`src/design/dndc_pkg.sv`:
```
package dndc_pkg;

	localparam int AccW = 20;

	localparam logic [11:0] FIRST_YEAR   = 12'd1900;
	localparam logic [11:0] LAST_YEAR    = 12'd2099;
	localparam logic [11:0] CENTURY_20   = 12'd2000;
	localparam logic [11:0] PIVOT_YEAR   = 12'd50;
	localparam logic [11:0] TWO_DIGIT    = 12'd100;
	localparam logic [16:0] LAST_DAY_NUM = 17'd73049;
	localparam logic [8:0]  DAYS_PER_YR  = 9'd365;
	localparam logic [3:0]  MONTHS       = 4'd12;
	localparam logic [3:0]  FEB          = 4'd2;

	// ceil(2^29 / 1461): (n * RCP_1461) >> 27 is 4n / 1461, exact up to the last day number
	localparam logic [18:0] RCP_1461     = 19'd367469;

	localparam logic [1:0] ALU_ADD = 2'd0;
	localparam logic [1:0] ALU_SUB = 2'd1;
	localparam logic [1:0] ALU_MUL = 2'd2;
	localparam logic [1:0] ALU_RCP = 2'd3;

	typedef struct packed {
		logic [1:0] op;
		logic       cin;
	} alu_ctl_t;

	typedef struct packed {
		logic        func;
		logic [11:0] year;
		logic [3:0]  month;
		logic [4:0]  day;
		logic [16:0] day_count;
	} cmd_t;

	typedef struct packed {
		logic [16:0] day_count_out;
		logic [11:0] year_out;
		logic [3:0]  month_out;
		logic [4:0]  day_out;
		logic [2:0]  weekday;
		logic        range_error;
	} res_t;

	// days before the first of month idx + 1 in a common year
	function automatic logic [8:0] month_start(input logic [3:0] idx);
		logic [8:0] v;
		case (idx)
			4'd0: v = 9'd0;
			4'd1: v = 9'd31;
			4'd2: v = 9'd59;
			4'd3: v = 9'd90;
			4'd4: v = 9'd120;
			4'd5: v = 9'd151;
			4'd6: v = 9'd181;
			4'd7: v = 9'd212;
			4'd8: v = 9'd243;
			4'd9: v = 9'd273;
			4'd10: v = 9'd304;
			4'd11: v = 9'd334;
			default: v = 9'd0;
		endcase
		return v;
	endfunction

	function automatic logic [8:0] month_start_plus(input logic [3:0] idx, input logic add);
		return month_start(idx) + {8'd0, add};
	endfunction

endpackage

```
`src/design/day_number_date_converter.sv`:
```
// Converts between a calendar date and a day number counted from 1 January 1900 (day 0),
// for 1900 through 2099, with every fourth year a leap year. One shared add/subtract/
// multiply unit is stepped by a small sequencer, and cmd_stall stays high while an
// item is in work. A date-to-number word steps through the multiply, base, month-start
// and day states; a number-to-date word runs a reciprocal multiply for the divide by 1461
// that gives the year, then a month search that tests one month per step, one to twelve.
// Out-of-range words go from the check state straight to the done state. A finished
// result waits in an output register, so the next word can be accepted while res_valid
// is still stalled.
module day_number_date_converter (
	input  logic             clk,
	input  logic             arst_n,
	input  logic             cmd_valid,
	output logic             cmd_stall,
	input  dndc_pkg::cmd_t   cmd,
	output logic             res_valid,
	input  logic             res_stall,
	output dndc_pkg::res_t   res
);

	localparam logic [3:0] ST_IDLE = 4'd0;
	localparam logic [3:0] ST_CHK  = 4'd1;
	localparam logic [3:0] ST_DIV  = 4'd2;
	localparam logic [3:0] ST_MUL  = 4'd3;
	localparam logic [3:0] ST_BASE = 4'd4;
	localparam logic [3:0] ST_DMS  = 4'd5;
	localparam logic [3:0] ST_DDAY = 4'd6;
	localparam logic [3:0] ST_NSUB = 4'd7;
	localparam logic [3:0] ST_INC  = 4'd8;
	localparam logic [3:0] ST_LEAP = 4'd9;
	localparam logic [3:0] ST_MON  = 4'd10;
	localparam logic [3:0] ST_DAY  = 4'd11;
	localparam logic [3:0] ST_DONE = 4'd12;

	logic [3:0]                state_q;
	logic                      res_valid_q;
	dndc_pkg::res_t            res_q;
	dndc_pkg::cmd_t            cmd_q;
	logic [dndc_pkg::AccW-1:0] acc_q;
	logic [7:0]                sh_q;
	logic [3:0]                m_q;
	logic                      leap_q;
	logic                      err_q;
	logic [2:0]                wd_q;

	dndc_pkg::alu_ctl_t        alu_ctl;
	logic [dndc_pkg::AccW-1:0] alu_a;
	logic [dndc_pkg::AccW-1:0] alu_b;
	logic [dndc_pkg::AccW-1:0] alu_sum;
	logic                      alu_neg;

	logic [11:0]               full_year;
	logic                      d_err;
	logic                      n_err;
	logic [7:0]                yoff;
	logic [6:0]                base_inc;
	logic [8:0]                base_tmp;
	logic                      leap_d;
	logic [5:0]                oct_sum;
	logic [3:0]                fold;
	logic [2:0]                wd_d;
	logic                      out_free;
	logic                      mon_more;
	dndc_pkg::res_t            res_d;

	dndc_alu u_alu (
		.ctl (alu_ctl),
		.a   (alu_a),
		.b   (alu_b),
		.sum (alu_sum)
	);

	assign alu_neg  = alu_sum[dndc_pkg::AccW-1];
	assign out_free = !res_valid_q || !res_stall;
	assign mon_more = (m_q < dndc_pkg::MONTHS) && !alu_neg;

	assign cmd_stall = (state_q != ST_IDLE);
	assign res_valid = res_valid_q;
	assign res       = res_q;

	// two-digit year expansion and range checks
	always_comb begin
		if (cmd_q.year < dndc_pkg::PIVOT_YEAR) begin
			full_year = cmd_q.year + dndc_pkg::CENTURY_20;
		end else if (cmd_q.year < dndc_pkg::TWO_DIGIT) begin
			full_year = cmd_q.year + dndc_pkg::FIRST_YEAR;
		end else begin
			full_year = cmd_q.year;
		end
		d_err = (full_year < dndc_pkg::FIRST_YEAR) || (full_year > dndc_pkg::LAST_YEAR) ||
			(cmd_q.month < 4'd1) || (cmd_q.month > dndc_pkg::MONTHS) || (cmd_q.day == 5'd0);
		n_err = cmd_q.day_count > dndc_pkg::LAST_DAY_NUM;
		yoff  = 8'(full_year - dndc_pkg::FIRST_YEAR);
	end

	// weekday: octal digits summed, since 8 is 1 mod 7
	always_comb begin
		oct_sum = 6'(cmd_q.day_count[2:0]) + 6'(cmd_q.day_count[5:3]) +
			6'(cmd_q.day_count[8:6]) + 6'(cmd_q.day_count[11:9]) +
			6'(cmd_q.day_count[14:12]) + 6'(cmd_q.day_count[16:15]);
		fold = 4'(oct_sum[5:3]) + 4'(oct_sum[2:0]);
		if (fold >= 4'd7) begin
			wd_d = 3'(fold - 4'd7);
		end else begin
			wd_d = fold[2:0];
		end
	end

	assign base_tmp = {1'b0, sh_q} + 9'd3;
	assign base_inc = base_tmp[8:2];
	assign leap_d   = (sh_q[1:0] == 2'b00) && (cmd_q.month > dndc_pkg::FEB);

	// operand select for the shared unit
	always_comb begin
		alu_ctl.op  = dndc_pkg::ALU_ADD;
		alu_ctl.cin = 1'b0;
		alu_a       = acc_q;
		alu_b       = '0;
		case (state_q)
			ST_DIV: begin
				alu_ctl.op = dndc_pkg::ALU_RCP;
				alu_a      = {3'd0, cmd_q.day_count};
			end
			ST_MUL: begin
				alu_ctl.op = dndc_pkg::ALU_MUL;
				alu_a      = {12'd0, sh_q};
			end
			ST_BASE: begin
				alu_b = {13'd0, base_inc};
			end
			ST_DMS: begin
				alu_b = {11'd0, dndc_pkg::month_start_plus(4'(cmd_q.month - 4'd1), leap_d)};
			end
			ST_DDAY: begin
				alu_b = {15'd0, 5'(cmd_q.day - 5'd1)};
			end
			ST_NSUB: begin
				alu_ctl.op  = dndc_pkg::ALU_SUB;
				alu_ctl.cin = 1'b1;
				alu_a       = {3'd0, cmd_q.day_count};
				alu_b       = acc_q;
			end
			ST_INC: begin
				alu_ctl.cin = 1'b1;
			end
			ST_LEAP: begin
				alu_ctl.op = dndc_pkg::ALU_SUB;
				alu_b      = {11'd0, dndc_pkg::month_start(dndc_pkg::FEB)};
			end
			ST_MON: begin
				alu_ctl.op = dndc_pkg::ALU_SUB;
				alu_b      = {11'd0, dndc_pkg::month_start_plus(m_q, leap_q)};
			end
			ST_DAY: begin
				alu_ctl.op  = dndc_pkg::ALU_SUB;
				alu_ctl.cin = 1'b1;
				alu_b       = {11'd0, dndc_pkg::month_start_plus(4'(m_q - 4'd1),
					leap_q && (m_q > dndc_pkg::FEB))};
			end
			default: begin
				alu_a = '0;
			end
		endcase
	end

	always_comb begin
		res_d = '0;
		if (err_q) begin
			res_d.range_error = 1'b1;
		end else if (!cmd_q.func) begin
			res_d.day_count_out = acc_q[16:0];
		end else begin
			res_d.year_out  = {4'd0, sh_q} + dndc_pkg::FIRST_YEAR;
			res_d.month_out = m_q;
			res_d.day_out   = acc_q[4:0];
			res_d.weekday   = wd_q;
		end
	end

	always_ff @(posedge clk or negedge arst_n) begin
		if (!arst_n) begin
			state_q     <= ST_IDLE;
			res_valid_q <= 1'b0;
		end else begin
			if (state_q == ST_DONE && out_free) begin
				res_valid_q <= 1'b1;
			end else if (!res_stall) begin
				res_valid_q <= 1'b0;
			end
			case (state_q)
				ST_IDLE: begin
					if (cmd_valid) begin
						state_q <= ST_CHK;
					end
				end
				ST_CHK: begin
					if (cmd_q.func ? n_err : d_err) begin
						state_q <= ST_DONE;
					end else if (cmd_q.func) begin
						state_q <= ST_DIV;
					end else begin
						state_q <= ST_MUL;
					end
				end
				ST_DIV: state_q <= ST_MUL;
				ST_MUL: state_q <= ST_BASE;
				ST_BASE: state_q <= cmd_q.func ? ST_NSUB : ST_DMS;
				ST_DMS: state_q <= ST_DDAY;
				ST_DDAY: state_q <= ST_DONE;
				ST_NSUB: state_q <= ST_INC;
				ST_INC: state_q <= ST_LEAP;
				ST_LEAP: state_q <= ST_MON;
				ST_MON: begin
					if (!mon_more) begin
						state_q <= ST_DAY;
					end
				end
				ST_DAY: state_q <= ST_DONE;
				ST_DONE: begin
					if (out_free) begin
						state_q <= ST_IDLE;
					end
				end
				default: state_q <= ST_IDLE;
			endcase
		end
	end

	always_ff @(posedge clk) begin
		case (state_q)
			ST_IDLE: begin
				if (cmd_valid) begin
					cmd_q <= cmd;
				end
			end
			ST_CHK: begin
				err_q <= cmd_q.func ? n_err : d_err;
				sh_q  <= yoff;
				wd_q  <= wd_d;
			end
			ST_DIV: begin
				sh_q <= alu_sum[7:0];
			end
			ST_LEAP: begin
				leap_q <= (sh_q[1:0] == 2'b00) && !alu_neg;
				m_q    <= 4'd1;
			end
			ST_MON: begin
				if (mon_more) begin
					m_q <= m_q + 4'd1;
				end
			end
			ST_MUL, ST_BASE, ST_DMS, ST_DDAY, ST_NSUB, ST_INC, ST_DAY: begin
				acc_q <= alu_sum;
			end
			ST_DONE: begin
				if (out_free) begin
					res_q <= res_d;
				end
			end
			default: begin
				acc_q <= acc_q;
			end
		endcase
	end

`ifndef NO_ASSERTIONS
	a_err_clean: assert property (@(posedge clk) disable iff (!arst_n)
		res_valid && res.range_error |-> res.day_count_out == 17'd0 &&
		res.year_out == 12'd0 && res.month_out == 4'd0 && res.day_out == 5'd0 &&
		res.weekday == 3'd0)
		else $error("error word carries nonzero fields");

	a_date_sane: assert property (@(posedge clk) disable iff (!arst_n)
		res_valid && !res.range_error && res.year_out != 12'd0 |->
		res.month_out >= 4'd1 && res.month_out <= 4'd12 && res.day_out != 5'd0 &&
		res.weekday <= 3'd6 && res.day_count_out == 17'd0)
		else $error("converted date out of range");

	a_year_off: assert property (@(posedge clk) disable iff (!arst_n)
		state_q == ST_MUL |-> {4'd0, sh_q} <= dndc_pkg::LAST_YEAR - dndc_pkg::FIRST_YEAR)
		else $error("year offset out of range");

	a_month_idx: assert property (@(posedge clk) disable iff (!arst_n)
		state_q == ST_MON |-> m_q >= 4'd1 && m_q <= dndc_pkg::MONTHS)
		else $error("month search index out of range");

	a_busy_stall: assert property (@(posedge clk) disable iff (!arst_n)
		cmd_valid && !cmd_stall |=> cmd_stall && state_q == ST_CHK)
		else $error("accepted word did not start the sequencer");
`endif

endmodule

```
`src/design/dndc_alu.sv`:
```
module dndc_alu (
	input  dndc_pkg::alu_ctl_t            ctl,
	input  logic [dndc_pkg::AccW-1:0]     a,
	input  logic [dndc_pkg::AccW-1:0]     b,
	output logic [dndc_pkg::AccW-1:0]     sum
);

	logic [16:0] prod;
	logic [35:0] rcp_prod;

	assign prod     = a[7:0] * dndc_pkg::DAYS_PER_YR;
	assign rcp_prod = a[16:0] * dndc_pkg::RCP_1461;

	always_comb begin
		case (ctl.op)
			dndc_pkg::ALU_ADD: sum = a + b + {{(dndc_pkg::AccW-1){1'b0}}, ctl.cin};
			dndc_pkg::ALU_SUB: sum = a + ~b + {{(dndc_pkg::AccW-1){1'b0}}, ctl.cin};
			dndc_pkg::ALU_MUL: sum = {{(dndc_pkg::AccW-17){1'b0}}, prod};
			dndc_pkg::ALU_RCP: sum = {{(dndc_pkg::AccW-9){1'b0}}, rcp_prod[35:27]};
			default: sum = a;
		endcase
	end

endmodule

```
`config.mk`:
```
export PLATFORM = sky130hd
export DESIGN_NAME = day_number_date_converter
export DESIGN_NICKNAME = d
export VERILOG_FILES = /design/src/design/dndc_pkg.sv /design/src/design/day_number_date_converter.sv /design/src/design/dndc_alu.sv
export SDC_FILE = /design/constraint.sdc
export NUM_CORES = 1
export LEC_CHECK = 0
export ABC_AREA = 1
export BUFFER_PORTS_ARGS = -buffer_cell sky130_fd_sc_hd__buf_2
export CAP_MARGIN = 20
export CORE_ASPECT_RATIO = 0.75
export CORE_MARGIN = 2
export CORE_UTILIZATION = 55
export DETAILED_ROUTE_END_ITERATION = 7
export GPL_TIMING_DRIVEN = 1
export PLACE_DENSITY = 0.79
export SYNTH_ARGS = -nofsm -noshare
export SYNTH_HDL_FRONTEND = slang
export SYNTH_SLANG_ARGS = --single-unit
```
`constraint.sdc`:
```
create_clock -name clk -period 8.27 [get_ports clk]
set_clock_uncertainty 0.2 [all_clocks]
set_input_delay 1.2405 -clock clk [delete_from_list [all_inputs] [get_ports clk]]
set_output_delay 1.2405 -clock clk [all_outputs]
set_load 0.03 [all_outputs]
```
; After elaboration in Yosys (flattened, before gate mapping)
; Memory sizes are Yosys's and may differ from the RTL's. A register that Yosys moved wholly into a read port is not among the register bits.
; Cells that the tools add are included.
[word_totals]
reg_bits = 123
mem_bits_ro = 432
mem_count = 3
[mem_list]
columns = name, depth, word_bits, read_ports, rd_clocked_by_memory_dff, wr, line
row1 = (name not given), 16, 9, 1, 0, 0, dndc_pkg.sv:48  ; case (idx)
row2 = (name not given), 16, 9, 1, 1, 0, dndc_pkg.sv:48
row3 = (name not given), 16, 9, 1, 0, 0, dndc_pkg.sv:48
[op_classes]
addsub = 23
mul = 2
order_cmp = 11
eq_ne = 20
muxes = 26
n_bitwise = 2
reduce_logical = 32
[ops]
columns = operator, count
row1 = $pmux 20 s7, 1
row2 = $pmux 20 s4, 1
row3 = $pmux 20 s3, 1
row4 = $pmux 4 s12, 1
row5 = $add 20x1->20, 2
row6 = $add 20x20->20, 2
row7 = $mul 17x19->36 const B, 1
row8 = $add 9x1->9, 3
row9 = $mux 9, 3
row10 = $add 12x11->12 const B, 2
row11 = $mux 12, 2
row12 = $mux 4, 6
row13 = $eq 4x4->1 const B, 5
row14 = $not 20->20, 1
row15 = $gt 17x17->1 const B, 1
row16 = $mul 8x9->17 const B, 1
row17 = $eq 4x3->1 const B, 4
row18 = $pmux 8 s2, 1
row19 = $reduce_or 7->1, 2
row20 = $add 8x11->12 const B, 1
row21 = $gt 12x12->1 const B, 1
row22 = $lt 12x11->1 const B, 1
row23 = $lt 12x6->1 const B, 1
row24 = $lt 12x7->1 const B, 1
row25 = 41 further kinds, 71

; Logic depth before layout (Yosys ltp)
; Gate-level depths: netlist of the first run.
; An unclocked memory read counts as a cell.
[logic_depth]
depth_word = 14
ltp_mapped = 38
ltp_nobuf = 38

; Modules after synthesis
; A second synthesis of the first run with hierarchy kept.
[hier_totals]
hier_cells = 2340
area_unflattened_um2 = 17762.0
[modules_own_cells]
columns = module, n_inst, cells_each, area_each_um2, seq_area_each_um2
row1 = dndc_alu, 1, 1474, 10060.9, 0.0
row2 = day_number_date_converter, 1, 866, 7701.1, 3848.7

; Least setup slack after synthesis of the first run
; OpenSTA, ideal clock, no wires.
[synth_path]
path_kind = register to register
start = register state_q[2]
end = register sh_q[6] (data pin)
setup_time_ns = 0.261
t_arrival_ns = 6.225
slack_ns = 1.584
path_stages_with_launch = 32
n_path_buf = 1
synth_period_minus_slack_ns = 6.686
path_cell_list = dfrtp_1 -> nor2_1 -> inv_1 -> nor2_2 -> nor2_1 -> clkbuf_1 -> nor2_1 -> a221oi_1 -> inv_1 -> ha_1 -> fa_1 -> inv_1 -> ha_1 -> xnor2_1 -> fa_1 -> inv_1 -> fa_1 -> inv_1 -> fa_1 -> inv_1 -> ha_1 -> nand2_1 -> inv_1 -> nand2_1 -> o311ai_0 -> nand2_1 -> nand2_1 -> nand3_1 -> nand2_1 -> nand2_1 -> nand3_1 -> o21ai_0
[synth_between]
elab_chain_len = 7
[synth_lines]
columns = element, line
row1 = "start, declared", day_number_date_converter.sv:35  ; logic [3:0] state_q;
row2 = "start signal, assigned", day_number_date_converter.sv:207  ; ST_BASE: state_q <= cmd_q.func ? ST_NSUB : ST_DMS;
row3 = "parallel branches: the longest is 6 deep, another holds $mul 17x19->36", n/a
row4 = $pmux 8 s2 (*), day_number_date_converter.sv:230  ; case (state_q)
row5 = "end signal, assigned", day_number_date_converter.sv:238  ; sh_q <= yoff;
row6 = "end signal, assigned", day_number_date_converter.sv:242  ; sh_q <= alu_sum[7:0];
row7 = "end, declared", day_number_date_converter.sv:40  ; logic [7:0] sh_q;
; Mark *: on every way between the ends.
; A chain may end at the register's enable or synchronous reset.

; Final worst setup path of the first run
[layout_path]
start = register state_q[2]
end = register acc_q[1] (netlist bit) (data pin)
[layout_between]
elab_chain_len = 6
[layout_lines]
columns = element, line
row1 = "parallel branches: the longest is 5 deep, another holds $mul 17x19->36", n/a
row2 = $pmux 20 s4 (*), dndc_alu.sv:15  ; case (ctl.op)
row3 = net alu_sum (one bit), day_number_date_converter.sv:49  ; logic [dndc_pkg::AccW-1:0] alu_sum;
row4 = "end signal, assigned", day_number_date_converter.sv:254  ; acc_q <= alu_sum;
row5 = "end signal, assigned", day_number_date_converter.sv:262  ; acc_q <= acc_q;
row6 = "end, declared", day_number_date_converter.sv:39  ; logic [dndc_pkg::AccW-1:0] acc_q;
; Mark *: on every way through the listed nets, which the timed path passes.

==> run_results.csv, run 1 <==
group,metric,value,unit
routing,avgViaCountPerCell,5.74,
yosys,ys_ff_latch,132,
yosys,synth_edf_count,118,
yosys,syn_inst,2168,
sta,fin_hold_ws,0.356,ns
floorplan,die_w,207,um
routing,wire_per_inst,20.8,um
clocking,clkTransAtPathRegs,0.07,ns
yosys,ys_warn_count,0,
global_routing,grt_first_pass_wirelength,85600,um
yosys,syn_nets,2579,
hold_path,hold_class,"reg -> reg",
routing,top_layer_used,"met5",
final_layout,nets,2676,
global_routing,antenna_found_initial,3,
setup_path,crit_arrival,7.75,ns
routing,drtIter0Drc,1717,
yosys,syn_avg_cell_area,7.86,sq um
run,max_cap_violations,0,
yosys,synth-seq-area-share,0.226,
run_status,status,"complete, no violations",
routing,drc,0,
global_routing,track_usage,0.350,
placement,gp_congestion,1.06,
final_layout,drive_above_1_share,0.0821,
clocking,cts_buffer_depth,2,
placement,hpwlAfterDp,47100,um
setup_path,crit_path_start_kind,"flip-flop",
final_layout,antennaDiodeCount,0,
clocking,htreeDepth,4,
yosys,synth_cell_types,54,
yosys,synthTopCellsByArea,"edfxtp_1, ha_1, fa_1, inv_1, nand2_1",
global_routing,grt_max_degree,43,
routing,vias,15371,
clocking,clk_latency,0.45,ns
clocking,postCtsSetupBuffers,0,
sta,post-route-period-util,0.943,
setup_path,path_class,"reg -> reg",
clocking,cts.sinks,132,
floorplan,core_area,30300,sq um
sta,setup_tns,0,ns
placement,io_buffers,86,
floorplan,fp.dieArea,32400,sq um
sta,final.min_clock_period,7.80,ns
setup_path,endpoint_kind,"flip-flop",
floorplan,num_io_pins,87,
routing,ant_nets,0,
floorplan,initial_core_util,0.561,
global_routing,grt_pass1_vias,14858,
routing,wl,55600,um
final_layout,final_util,0.615,
yosys,yosys.area.top_type,"edfxtp_1",
sta,final_hold_viol_count,0,
setup_path,cp_max_fo,9,
routing,drt-pass1-iter-count,6,
clocking,tritoncts,"built",
floorplan,die_y,156,um
sta,fmaxAchievable,128,MHz
sta,relSlewSlack,0.379,
floorplan,rows,55,
sta,rsz0062_at_grt,"false",
sta,worst_slew_pin_slew,0.930,ns
setup_path,cp.required,8.22,ns
routing,wl_met3,7110,um
yosys,synth_ff_type,"edfxtp_1",
yosys,yosysMostFrequentCell,"inv_1",
sta,drv_slew,0,
global_routing,grt_overflow_total,0,
sta,setup_viol,0,
clocking,cts-buffers-inserted,17,
yosys,synth_top_area_share,0.208,
final_layout,area_delta_synth_final,9.50,%
clocking,cts-root-buf,"clkbuf_16",
routing,drt-met1-wl,25900,um
yosys,syn_area,17000,sq um
yosys,synthTopCellsByCount,"inv_1, nand2_1, ha_1, nor2_1, a21oi_1",
yosys,async_flop_share,0.0379,
routing,wl_met2,21500,um
critical path: stages (launching register included):
cell       delay [ns]
dfrtp_1          0.45
nor2_1           0.24
inv_1            0.13
nor2_1           0.36
clkinv_1         0.52
o221ai_1         0.35
buf_4            0.23
ha_1             0.30
fa_1             0.60
inv_1            0.11
fa_1             0.54
inv_1            0.06
fa_1             0.46
fa_1             0.60
inv_1            0.08
fa_1             0.54
inv_1            0.04
ha_1             0.33
nand2_1          0.13
inv_1            0.07
a21oi_1          0.22
nor3_1           0.07
nor3_1           0.16
nand2_1          0.13
o21ai_0          0.40
o2111ai_1        0.18
per-layer routing:
metal  GRT usage  vias to the layer above
met4      0.0667                       10
met2       0.472                      799
li1            -                     7193
met3       0.122                       73
met1       0.533                     7296
met5      0.0375                        -
cell usage in the layout (no fill, tap or decap), types with 7 or more instances in the layout:
master     Yosys  layout
fa_1         136     136
or2_2         16      16
o211ai_1      11      11
nand4_1       19      19
nand3_1      120     120
inv_2         10      10
o21bai_1      12      12
xor2_1        28      28
o21ai_1        5       7
o21ai_0       93      91
buf_2          9      86
a21o_1         8       8
clkbuf_16      0      17
buf_4          3      15
nor2_1       198     195
nor2_4         4       7
dfxtp_1        9       9
a221oi_1       8       7
o22ai_1       10      10
nor4_1         9       9
nor3_1        25      25
inv_1        478     478
xnor2_1        9       9
a21oi_1      138     138
ha_1         232     232
nand3b_1       7       7
o2111ai_1      8       8
nand2_1      370     370
o21a_1         7       7
nand2_2        8       8
edfxtp_1     118     118
logic make-up after synthesis:
group           Yosys count  share of synthesized area
buf+inv                 515                      0.115
flops                   132                      0.226
compound gates          326                      0.110
xor+xnor                 37                     0.0190
simple gates            789                      0.199
mux                       1                   0.000661
fa+ha+maj               368                      0.330
final cells by class:
type,instances,area [sq um]
Inverter,489,1840
Multi-Input combinational cell,1521,11300
Fill cell,2659,11700
Sequential cell,132,3850
Timing Repair Buffer,104,596
Clock inverter,14,190
Tap cell,399,499
Clock buffer,17,425
through the flow:
stage | instances | area [sq um] | setup WS (ns)
after floorplan | 2168 | 17000 | 1.58
after global placement | 2642 | 18000 | 0.383
after detailed placement | 2642 | 18000 | 0.244
after CTS | 2673 | 18600 | 0.224
after global routing | 2676 | 18700 | 0.0353
final | 2676 | 18700 | 0.468
flip-flops by register name (all words and copies together), names as in the netlist, named ones only:
signal,cells
res,42
res_valid,1
sh_q,8
err_q,1
state_q,4
acc_q,20
wd_q,3
cmd_q,39
m_q,4
leap_q,1
path summary, 6_finish.rpt:
kind | endpoint | start | slack, ns | cells past startpoint
worst max-delay path | acc_q[1] | state_q[2] | 0.47 | 25
worst min-delay path | res_valid | res_valid | 0.36 | 2
worst max register to register | acc_q[1] | state_q[2] | 0.47 | 25
worst min register to register | res_valid | res_valid | 0.36 | 2
max in group asynchronous | state_q[0] | arst_n | 7.33 | 1
min in group asynchronous | res_valid | arst_n | 0.40 | 1
timing repair:
| action | CTS | global route |
|---|---|---|
| setup endpoints to repair | 0 | 14 |
| hold buffers | 0 | 0 |
| gates resized for setup | 0 | 4 |
Power of run 1 is not shown: default switching activity piles up to over one toggle a cycle in this logic, so the estimate is an artifact.
==> run 2: changes to the inputs <==
ABC_AREA = 0   (was 1)
==> run_results.csv, run 2 <==
group,metric,value,unit
clocking,cts_buffer_depth,2,
yosys,syn_avg_cell_area,9.49,sq um
yosys,synthTopCellsByArea,"edfxtp_1, ha_1, fa_1, inv_1, xnor2_1",
yosys,syn_area,16300,sq um
final_layout,area_delta_synth_final,9.41,%
floorplan,num_io_pins,87,
setup_path,crit_arrival,7.73,ns
routing,vias,13116,
routing,wire_per_inst,20.6,um
routing,wl,45600,um
yosys,synthTopCellsByCount,"inv_1, ha_1, fa_1, edfxtp_1, nand2_1",
placement,gp_congestion,1.04,
placement,hpwlAfterDp,38300,um
final_layout,top_regs,"res (42), cmd_q (39), acc_q (20)",
global_routing,grt_first_pass_wirelength,71600,um
yosys,syn_inst,1716,
yosys,yosysMostFrequentCell,"inv_1",
global_routing,grt_pass1_vias,12807,
setup_path,endpoint_kind,"flip-flop",
final_layout,multiInputGateArea,11200,sq um
sta,relSlewSlack,0.284,
floorplan,rows,54,
sta,worst_slew_pin_slew,1.06,ns
run_status,status,"complete, no violations",
placement,dp.cells,2180,
clocking,postCtsHoldBufs,0,
sta,setup_viol,0,
sta,drv_slew,0,
yosys,synth_cell_types,92,
floorplan,die_y,153,um
floorplan,fp.dieArea,31000,sq um
routing,drtIter0Drc,1519,
run,max_cap_violations,0,
yosys,async_flop_share,0.0379,
routing,drc,0,
hold_path,hold_class,"reg -> reg",
clocking,tritoncts,"built",
clocking,cts.sinks,132,
final_layout,top_register,"res",
yosys,ys_ff_latch,132,
setup_path,crit_path_start_kind,"flip-flop",
hold_path,hold_depth,2,
final_layout,final_cell_mix,"inv_1, ha_1, fa_1, edfxtp_1, nand2_1",
clocking,htreeDepth,4,
global_routing,track_usage,0.304,
yosys,syn_nets,2127,
final_layout,drive_above_1_share,0.104,
clocking,cts-buffers-inserted,17,
setup_path,cp.required,8.22,ns
final_layout,largest_reg_flops,42,
sta,worst_slack,0.493,ns
placement,io_buffers,86,
yosys,synth-seq-area-share,0.236,
final_layout,postLayoutCellArea,17800,sq um
sta,fmaxAchievable,129,MHz
setup_path,path_class,"reg -> reg",
routing,avgViaCountPerCell,5.92,
final_layout,seqCellArea,3850,sq um
global_routing,antenna_found_initial,0,
final_layout,antennaDiodeCount,0,
yosys,synth_top_area_share,0.217,
floorplan,initial_core_util,0.560,
placement,dpl_worst_slack,-0.0536,ns
clocking,cts-root-buf,"clkbuf_16",
final_layout,final_common_cell,"inv_1",
yosys,ys_warn_count,0,
floorplan,die_w,203,um
final_layout,nets,2220,
final_layout,finalNonFillerCells,2214,
sta,rsz0062_at_grt,"false",
global_routing,grt_max_degree,40,
setup_path,cp_max_fo,11,
global_routing,grt_overflow_total,0,
yosys,yosys.area.top_type,"edfxtp_1",
floorplan,core_area,29100,sq um
sta,final_hold_viol_count,0,
placement,place_area,17300,sq um
yosys,synth_edf_count,118,
final_layout,fillCellCount,2470,
sta,final.min_clock_period,7.78,ns
routing,ant_nets,0,
sta,post-route-period-util,0.940,
clocking,clk_latency,0.44,ns
clocking,clkTransAtPathRegs,0.06,ns
setup_path,worstRegToRegCells,26,
yosys,synth_ff_type,"edfxtp_1",
routing,drt-pass1-iter-count,6,
==> run 2: critical path, cell delays in order, from the launching register on <==
cell      delay (ns)
dfrtp_1         0.49
nand2b_1        0.30
o21ai_2         0.20
buf_4           0.22
a22oi_1         0.37
inv_1           0.11
buf_4           0.19
ha_1            0.37
inv_1           0.12
fa_1            0.55
inv_1           0.09
fa_1            0.58
fa_1            0.54
fa_1            0.55
inv_1           0.06
fa_1            0.52
inv_1           0.04
ha_1            0.32
nand4_1         0.14
nor2_1          0.05
and3_1          0.22
a21boi_0        0.16
a211o_1         0.40
a221oi_2        0.35
nor3b_1         0.09
a31oi_1         0.17
o21ai_0         0.11
==> run 2: worst paths after layout <==
path                                 start         end  slack (ns)
worst max-delay path            state_q[3]    acc_q[8]        0.49
worst min-delay path             cmd_q[26]     sh_q[0]        0.32
worst max register to register  state_q[3]    acc_q[8]        0.49
worst min register to register   cmd_q[26]     sh_q[0]        0.32
max in group asynchronous           arst_n  state_q[3]        7.31
min in group asynchronous           arst_n  state_q[1]        0.42
==> run 2: cells by family (layout without fill, tap and decap cells) <==
group	Yosys count	count (layout)	synth area share
and+or+nand+nor	399	399	0.123
AOI/OAI and AO/OA	371	371	0.157
adders and majority gates	369	369	0.346
buffers and inverters	341	447	0.0802
DFF	132	132	0.236
xor gates and xnor gates	84	84	0.0452
muxes	20	20	0.0132
==> run 2: routing by layer <==
layer / up-vias / global-route usage / routed length (um) / part of all wire
li1: 6126 / - / - / -
met5: - / 0 / 0 / 0
met4: 0 / 0.0507 / 588 / 0.013
met3: 51 / 0.123 / 6550 / 0.14
met1: 6253 / 0.462 / 20600 / 0.45
met2: 686 / 0.409 / 17800 / 0.39
==> run 2: layout make-up <==
cell class | count | area share
timing repair buffer | 121 | 0.0389
inverter | 294 | 0.0619
multi-input combinational | 1243 | 0.627
clock inverter | 12 | 0.00379
tap | 392 | 0.0275
sequential | 132 | 0.216
clock buffer | 20 | 0.0251
==> run 2: through the flow <==
stage / hold slack, ns / utilization / setup TNS (ns)
after global placement: 0.308 / 0.593 / 0
final: 0.320 / 0.612 / 0
after global routing: 0.352 / 0.612 / 0
after detailed placement: 0.309 / 0.593 / -0.0646
after CTS: 0.327 / 0.611 / 0
after floorplan: 0.266 / - / 0
==> run 2: timing repair <==
item / in CTS / in global routing
setup endpoints to repair: 3 / 13
hold endpoints to repair: 0 / 0
gates resized for setup: 1 / 6
buffers inserted: 0 / 2
pin swaps: 0 / 3
Power of run 2 is left out for the same reason.
